### src/hdl/hsvrgb_pkg.sv
// ============================================================================
// hsvrgb_pkg: shared types and constants for the HSV to RGB converter
// Channel and hue types, fixed-point unit constants and hue sector codes.
// ============================================================================
package hsvrgb_pkg;

   typedef logic [15:0] chan_type;    // Q1.15 channel or Q0.16 hue
   typedef logic [2:0]  sector_type;  // hue sector, floor(6h)
   typedef logic [18:0] hue6_type;    // hue times six, Q3.16

   localparam chan_type   ONE_Q15 = 16'h8000;
   localparam logic [16:0] ONE_Q16 = 17'h10000;

   // hue sectors, named by the two colours they run between
   localparam sector_type SEC_RED_YEL = 3'd0;
   localparam sector_type SEC_YEL_GRN = 3'd1;
   localparam sector_type SEC_GRN_CYN = 3'd2;
   localparam sector_type SEC_CYN_BLU = 3'd3;
   localparam sector_type SEC_BLU_MAG = 3'd4;
   localparam sector_type SEC_MAG_RED = 3'd5;

   // limit a Q1.15 quantity to 1.0
   function automatic chan_type sat_one(input chan_type x);
      return (x > ONE_Q15) ? ONE_Q15 : x;
   endfunction

endpackage

### src/hdl/hsv_to_rgb_converter.sv
// ============================================================================
// hsv_to_rgb_converter: fixed-point HSV plus alpha to RGB plus alpha
// Four-stage pipeline, one pixel per clock unless rsp_ready stalls, valid/ready on both sides.
// ============================================================================
// Converts a stream of HSV pixels (hue Q0.16, saturation and value Q1.15)
// into RGB Q1.15, passing alpha through untouched. Saturation and value
// above 1.0 are limited to 1.0. The block accepts one pixel per clock
// unless rsp_ready stalls it. The req_ transfer loads stage 1, and the
// pixel then moves through the stage 2, 3 and 4 registers, the last of
// which drives rsp_valid on the rsp_ side. The stage split is set by
// the chain of two multiplier levels: stage 1 forms the sector and hue
// fraction, stage 2 forms s*f, s*(1-f) and p = v*(1-s), stage 3 forms q and
// t, stage 4 picks the channel order and holds the result. Each stage has
// its own valid bit and advances whenever the stage after it is empty or
// moving, so a stall on rsp_ready fills bubbles first and never drops or
// repeats a pixel. Zero saturation needs no special path: p, q and t all
// collapse to v.
module hsv_to_rgb_converter (
   input  logic                 clock,
   input  logic                 reset,
   input  logic                 req_valid,
   output logic                 req_ready,
   input  hsvrgb_pkg::chan_type req_hue,
   input  hsvrgb_pkg::chan_type req_saturation,
   input  hsvrgb_pkg::chan_type req_brightness,
   input  hsvrgb_pkg::chan_type req_alpha_in,
   output logic                 rsp_valid,
   input  logic                 rsp_ready,
   output hsvrgb_pkg::chan_type rsp_red,
   output hsvrgb_pkg::chan_type rsp_green,
   output hsvrgb_pkg::chan_type rsp_blue,
   output hsvrgb_pkg::chan_type rsp_alpha_out
);
   import hsvrgb_pkg::*;

   // stage enables: a stage loads when it is empty or its successor loads
   logic en1, en2, en3, en4;

   // stage 1: sector, fraction, limited s and v
   logic       valid1_ff;
   sector_type sector1_ff, sector1_in;
   chan_type   f1_ff, f1_in;
   chan_type   s1_ff, s1_in;
   chan_type   v1_ff, v1_in;
   chan_type   a1_ff;
   hue6_type   h6;

   // stage 2: s*f, s*(1-f), p
   logic        valid2_ff;
   sector_type  sector2_ff;
   chan_type    sf2_ff, sf2_in;
   chan_type    sg2_ff, sg2_in;
   chan_type    p2_ff, p2_in;
   chan_type    v2_ff;
   chan_type    a2_ff;
   logic [31:0] sf_prod;
   logic [32:0] sg_prod;
   logic [31:0] p_prod;

   // stage 3: q, t
   logic        valid3_ff;
   sector_type  sector3_ff;
   chan_type    q3_ff, q3_in;
   chan_type    t3_ff, t3_in;
   chan_type    p3_ff;
   chan_type    v3_ff;
   chan_type    a3_ff;
   logic [31:0] q_prod;
   logic [31:0] t_prod;

   // stage 4: output register
   logic     rsp_valid_ff;
   chan_type red_ff, red_in;
   chan_type green_ff, green_in;
   chan_type blue_ff, blue_in;
   chan_type alpha_ff;

   assign en4       = !rsp_valid_ff || rsp_ready;
   assign en3       = !valid3_ff || en4;
   assign en2       = !valid2_ff || en3;
   assign en1       = !valid1_ff || en2;
   assign req_ready = en1;

   // ---- stage 1: hue times six by shift-add, split into sector and f ----
   always_comb begin
      h6         = (hue6_type'(req_hue) << 2) + (hue6_type'(req_hue) << 1);
      sector1_in = h6[18:16];
      f1_in      = h6[15:0];
      s1_in      = sat_one(req_saturation);
      v1_in      = sat_one(req_brightness);
   end

   always_ff @(posedge clock) begin
      if (reset) begin
         valid1_ff <= 1'b0;
      end else if (en1) begin
         valid1_ff <= req_valid;
      end
   end

   always_ff @(posedge clock) begin
      if (en1) begin
         sector1_ff <= sector1_in;
         f1_ff      <= f1_in;
         s1_ff      <= s1_in;
         v1_ff      <= v1_in;
         a1_ff      <= req_alpha_in;
      end
   end

   // ---- stage 2: first multiplier level ----
   always_comb begin
      sf_prod = 32'(s1_ff) * 32'(f1_ff);
      sg_prod = 33'(s1_ff) * 33'(ONE_Q16 - 17'(f1_ff));
      p_prod  = 32'(v1_ff) * 32'(ONE_Q15 - s1_ff);
      sf2_in  = sf_prod[31:16];
      sg2_in  = sg_prod[31:16];   // s*(1-f) stays at or below 2^31
      p2_in   = p_prod[30:15];
   end

   always_ff @(posedge clock) begin
      if (reset) begin
         valid2_ff <= 1'b0;
      end else if (en2) begin
         valid2_ff <= valid1_ff;
      end
   end

   always_ff @(posedge clock) begin
      if (en2) begin
         sector2_ff <= sector1_ff;
         sf2_ff     <= sf2_in;
         sg2_ff     <= sg2_in;
         p2_ff      <= p2_in;
         v2_ff      <= v1_ff;
         a2_ff      <= a1_ff;
      end
   end

   // ---- stage 3: second multiplier level ----
   always_comb begin
      q_prod = 32'(v2_ff) * 32'(ONE_Q15 - sf2_ff);
      t_prod = 32'(v2_ff) * 32'(ONE_Q15 - sg2_ff);
      q3_in  = q_prod[30:15];
      t3_in  = t_prod[30:15];
   end

   always_ff @(posedge clock) begin
      if (reset) begin
         valid3_ff <= 1'b0;
      end else if (en3) begin
         valid3_ff <= valid2_ff;
      end
   end

   always_ff @(posedge clock) begin
      if (en3) begin
         sector3_ff <= sector2_ff;
         q3_ff      <= q3_in;
         t3_ff      <= t3_in;
         p3_ff      <= p2_ff;
         v3_ff      <= v2_ff;
         a3_ff      <= a2_ff;
      end
   end

   // ---- stage 4: route levels to channels by sector ----
   always_comb begin
      case (sector3_ff)
         SEC_RED_YEL: begin
            red_in = v3_ff; green_in = t3_ff; blue_in = p3_ff;
         end
         SEC_YEL_GRN: begin
            red_in = q3_ff; green_in = v3_ff; blue_in = p3_ff;
         end
         SEC_GRN_CYN: begin
            red_in = p3_ff; green_in = v3_ff; blue_in = t3_ff;
         end
         SEC_CYN_BLU: begin
            red_in = p3_ff; green_in = q3_ff; blue_in = v3_ff;
         end
         SEC_BLU_MAG: begin
            red_in = t3_ff; green_in = p3_ff; blue_in = v3_ff;
         end
         default: begin
            red_in = v3_ff; green_in = p3_ff; blue_in = q3_ff;
         end
      endcase
   end

   always_ff @(posedge clock) begin
      if (reset) begin
         rsp_valid_ff <= 1'b0;
      end else if (en4) begin
         rsp_valid_ff <= valid3_ff;
      end
   end

   always_ff @(posedge clock) begin
      if (en4) begin
         red_ff   <= red_in;
         green_ff <= green_in;
         blue_ff  <= blue_in;
         alpha_ff <= a3_ff;
      end
   end

   assign rsp_valid     = rsp_valid_ff;
   assign rsp_red       = red_ff;
   assign rsp_green     = green_ff;
   assign rsp_blue      = blue_ff;
   assign rsp_alpha_out = alpha_ff;

   // ---- assertions ----
   a_reset_empty: assert property (@(posedge clock) reset |=> !rsp_valid)
      else $error("result valid right after reset");

   a_sector_range: assert property (@(posedge clock) disable iff (reset)
      valid1_ff |-> (sector1_ff <= SEC_MAG_RED))
      else $error("hue sector out of range");

   a_levels_le_v: assert property (@(posedge clock) disable iff (reset)
      valid3_ff |-> (q3_ff <= v3_ff) && (t3_ff <= v3_ff) && (p3_ff <= v3_ff))
      else $error("mixed level above brightness");

   a_no_drop: assert property (@(posedge clock) disable iff (reset)
      (valid3_ff && en4) |=> rsp_valid)
      else $error("pixel lost entering output stage");

   a_hold_stage3: assert property (@(posedge clock) disable iff (reset)
      (valid3_ff && !en4) |=> valid3_ff && $stable(q3_ff) && $stable(t3_ff))
      else $error("stage 3 changed while stalled");

endmodule
### config.mk
export PLATFORM = sky130hd
export DESIGN_NAME = hsv_to_rgb_converter
export DESIGN_NICKNAME = d
export VERILOG_FILES = /design/src/hdl/hsvrgb_pkg.sv /design/src/hdl/hsv_to_rgb_converter.sv
export SDC_FILE = /design/constraint.sdc
export NUM_CORES = 2
export LEC_CHECK = 0
export BUFFER_PORTS_ARGS = -buffer_cell sky130_fd_sc_hd__buf_2
export CORE_MARGIN = 4
export CORE_UTILIZATION = 65
export DETAILED_ROUTE_END_ITERATION = 16
export PLACE_DENSITY_LB_ADDON = 0.15
export SKIP_CTS_REPAIR_TIMING = 1
export SYNTH_ARGS = -nofsm -noshare
export SYNTH_HDL_FRONTEND = slang
export SYNTH_SLANG_ARGS = --single-unit
export TNS_END_PERCENT = 20
### constraint.sdc
create_clock -name clock -period 10.7 [get_ports clock]
set_clock_uncertainty 0.15 [all_clocks]
set_input_delay 0.535 -clock clock [delete_from_list [all_inputs] [get_ports clock]]
set_output_delay 0.535 -clock clock [all_outputs]
set_load 0.1 [all_outputs]
==> run metrics <==
outcome complete, no violations; TritonCTS clock tree done; GRT busiest layer met2; antenna diode count 0; sequential fraction of the synthesis area 0.166; Final Max Slew Viols 0; count of nets after finishing a little over 7000; multiplexer share of the synthesized area 0.0157; average instance area after synthesis ~10 sq um; arrival time reported for the critical path endpoint ~8.4 ns; post-synthesis compound-gate area fraction 0.0392; placed wire-length estimate after detailed placement 94.3 mm; clock tree buffer depth 3; Post-Place Worst Slack about 2.2 ns; worst-case hold path end point a1_ff[6]; final worst-path cycle share 0.770; Routed wire per std cell 18.6 microns; CTS buffer count 37; biggest area contributors in the synthesized netlist fa_1, edfxtp_1, ha_1, inv_1, and2_1; worst hold path cell count 1; type of the setup path with the least slack reg2reg; Avg Vias per Cell around 5.6; met3 layer usage reported by global route 0.0522; remaining global-route overflow 0; Synth Area in XOR/XNOR 0.0253; I/O pin count approximately 130; Seq cells post-synth 300; adder and majority gate portion of the synthesized area 0.497; Slew headroom 0.169; worst min-delay path class in2reg; met2 track utilization from global routing 0.495; post-synthesis simple-gate area fraction 0.155; top achievable clock speed 0.121 GHz; syn nets between 7000 and 8000; number of endpoints failing setup at the final stage 0; Max FO, Critical Path 33; number of design rule violations left after detail routing 0; reg-to-reg startpoint s1_ff[4]; count of input and output buffers approximately 130; total global routing track utilization 0.293; capture point of the worst reg-to-reg path p2_ff[15]; Filler Cells Inserted roughly 6300; top cell type's share of synthesized area 0.369; biggest area consumer among synthesized cells fa_1; final-report hold violation count 0; maxcap violations 0; element type at the critical path end register; vias 37100; register area 8970 sq um; slack of the critical path 2.46 ns; CTS HTree Levels 2; Synth-to-Final Area Change 6.02%; Syn Std Cell Area 54100 sq um; number of synthesized flops with an enable pin a little under 300; final weighted congestion in routability-driven placement 0.918; beginning of the worst hold path req_alpha_in[6]; number of cells on the worst reg-to-reg path 27; RSZ-0062 raised after global routing no; GR Layer Usage met1 0.392; top_reg_cell synth edfxtp_1; die width approximately 300 microns; area of combinational cells with multiple inputs slightly below 40000 sq um; count of distinct cell types in the synthesized netlist 73; kind of start point of the critical path register; Initial Utilization 0.657; clk sink count 300; post-detailed-route count of antenna-violating nets 0; proportion of register bits with asynchronous set or reset after synthesis 0; transition at the pin with the smallest max-transition slack around 1.2 ns; setup total negative slack 0 ns; gate count after technology mapping between 5000 and 6000; maximum number of pins on one net before global-route repair between 90 and 100; row count roughly 110; minimum clock period after layout approximately 8 ns; Synthesis Warnings 0; reg2reg setup slack between 2 and 2.5 ns; clock transition at the register clock pins on the worst setup and hold paths after CTS ~0.060 ns; Core ar. just over 80000 sq um; number of global-route vias before repair ~40000; Die Span Y about 300 microns; Skew-Pair Late Insertion Delay just under 0.6 ns; library cell used as clock root buffer clkbuf_16; number of iterations in the first detailed-routing pass 6; initial antenna violation count 1; fraction of final layout cells sized beyond drive strength 1 0.0677; first-iteration detailed-routing DRC count 2299; main combinational cell family by area after synthesis adder cells; total die area between 80000 and 90000 sq um; endpoint required time on the critical path 10.88 ns; first-pass GRT wire length roughly 200 mm; Post-Route WL ~120 mm
-- per-layer routing --
metal | part of all wire | routed length [microns]
met5 | 0.00011 | 13
met4 | 0.036 | 4460
met3 | 0.070 | 8660
met2 | 0.49 | 60000
met1 | 0.41 | 50400
-- worst max-delay path, cell delays in order (launching register included) --
cell      delay [ns]
edfxtp_1        0.35
buf_4           0.27
or4_4           0.59
nor2_1          0.10
nand2_1         0.09
or2_4           0.26
o41a_1          0.33
nor2_2          0.60
nand2_1         0.17
fa_1            0.57
inv_1           0.05
fa_1            0.55
fa_1            0.43
fa_1            0.46
fa_1            0.49
inv_1           0.05
fa_1            0.47
inv_1           0.04
ha_1            0.33
a21o_1          0.17
a21oi_1         0.14
nor2b_1         0.09
or3_1           0.38
o21ai_2         0.22
o31ai_4         0.12
o41ai_4         0.27
o21ba_2         0.18
xnor2_1         0.06
-- cells in the final DEF (no fill, tap or decap), drive strengths merged, types with 9 or more instances in the layout --
cell type / instances
clkbuf: 48
buf: 212
or2: 27
edfxtp: 296
a211oi: 26
nor3: 33
nand3: 20
dlygate4sd3: 16
fa: 997
a21o: 38
o21a: 14
inv: 1216
mux2: 32
ha: 551
nor4: 15
and3: 41
or4: 9
a22oi: 16
mux2i: 49
nand2: 683
xor2: 42
nor2: 140
a21oi: 85
o21ai: 86
xnor2: 111
nor2b: 61
and2: 610
-- how the worst max path moves through the flow --
stage                            end  slack, ns      start  cells past startpoint
final                      p2_ff[15]       2.46   s1_ff[4]                     27
after global routing      sg2_ff[15]       2.04  f1_ff[10]                     26
after CTS                  p2_ff[15]       2.24   s1_ff[4]                     24
after detailed placement   p2_ff[15]       2.25   s1_ff[4]                     24
after global placement     p2_ff[15]       2.35   s1_ff[4]                     24
after floorplan            p2_ff[15]       3.08   s1_ff[0]                     29
-- cells by family (layout without fill, tap and decap cells) --
logic type,count (synthesis),in the layout
simple gates,1672,1672
fa+ha+maj,1548,1548
buf+inv,1465,1507
compound gates,324,324
flops,300,300
xor+xnor,153,153
mux,81,81
-- registers in the layout, indices dropped and copies added, names as in the netlist, 3 cells and up --
| register | flops |
|---|---|
| a1_ff | 16 |
| a2_ff | 16 |
| a3_ff | 16 |
| p2_ff | 16 |
| p3_ff | 16 |
| q3_ff | 16 |
| rsp_alpha_out | 16 |
| rsp_blue | 16 |
| rsp_green | 16 |
| rsp_red | 16 |
| s1_ff | 16 |
| sf2_ff | 16 |
| sg2_ff | 16 |
| t3_ff | 16 |
| v1_ff | 16 |
| v2_ff | 16 |
| v3_ff | 16 |
| f1_ff | 15 |
| sector1_ff | 3 |
| sector2_ff | 3 |
| sector3_ff | 3 |
-- final cells by class --
cell class,count,area share
well taps,1070,0.0234
inverters,1211,0.0793
clock inverters,20,0.00528
clock buffers,48,0.0172
multi-input cells,3778,0.694
repair buffers,228,0.0248
flip-flops and latches,300,0.156
-- synthesized netlist by cell type, types with 6 or more instances --
| library cell | n |
|---|---|
| nor3_1 | 33 |
| or4_1 | 7 |
| mux2_2 | 32 |
| buf_1 | 12 |
| a22oi_1 | 16 |
| nand4_1 | 8 |
| inv_1 | 1211 |
| nand3_1 | 20 |
| and3_1 | 41 |
| o21ai_1 | 7 |
| nor2_1 | 137 |
| a21oi_1 | 84 |
| o21bai_1 | 6 |
| or3_1 | 8 |
| o21a_1 | 14 |
| fa_1 | 997 |
| o21ai_0 | 77 |
| ha_1 | 551 |
| nor4_1 | 14 |
| a21o_1 | 38 |
| edfxtp_1 | 296 |
| or2_2 | 26 |
| nand2b_1 | 6 |
| clkbuf_1 | 239 |
| and2_1 | 610 |
| nor2b_1 | 61 |
| xor2_1 | 42 |
| xnor2_1 | 107 |
| a211oi_1 | 26 |
| mux2i_1 | 49 |
| nand2_1 | 682 |
-- stage by stage --
stage                     area [sq um]  std cells  utilization  hold slack, ns
final                            57300       6655        0.697          0.0222
after global routing             57300       6655        0.697       -0.000480
after floorplan                  54100       5543            -           0.250
after global placement           55900       6571        0.679           0.250
after detailed placement         55900       6571        0.679           0.255
after CTS                        57200       6639        0.695         -0.0625
Power is not shown: default switching activity piles up to over one toggle a cycle in this logic, so the estimate is an artifact.
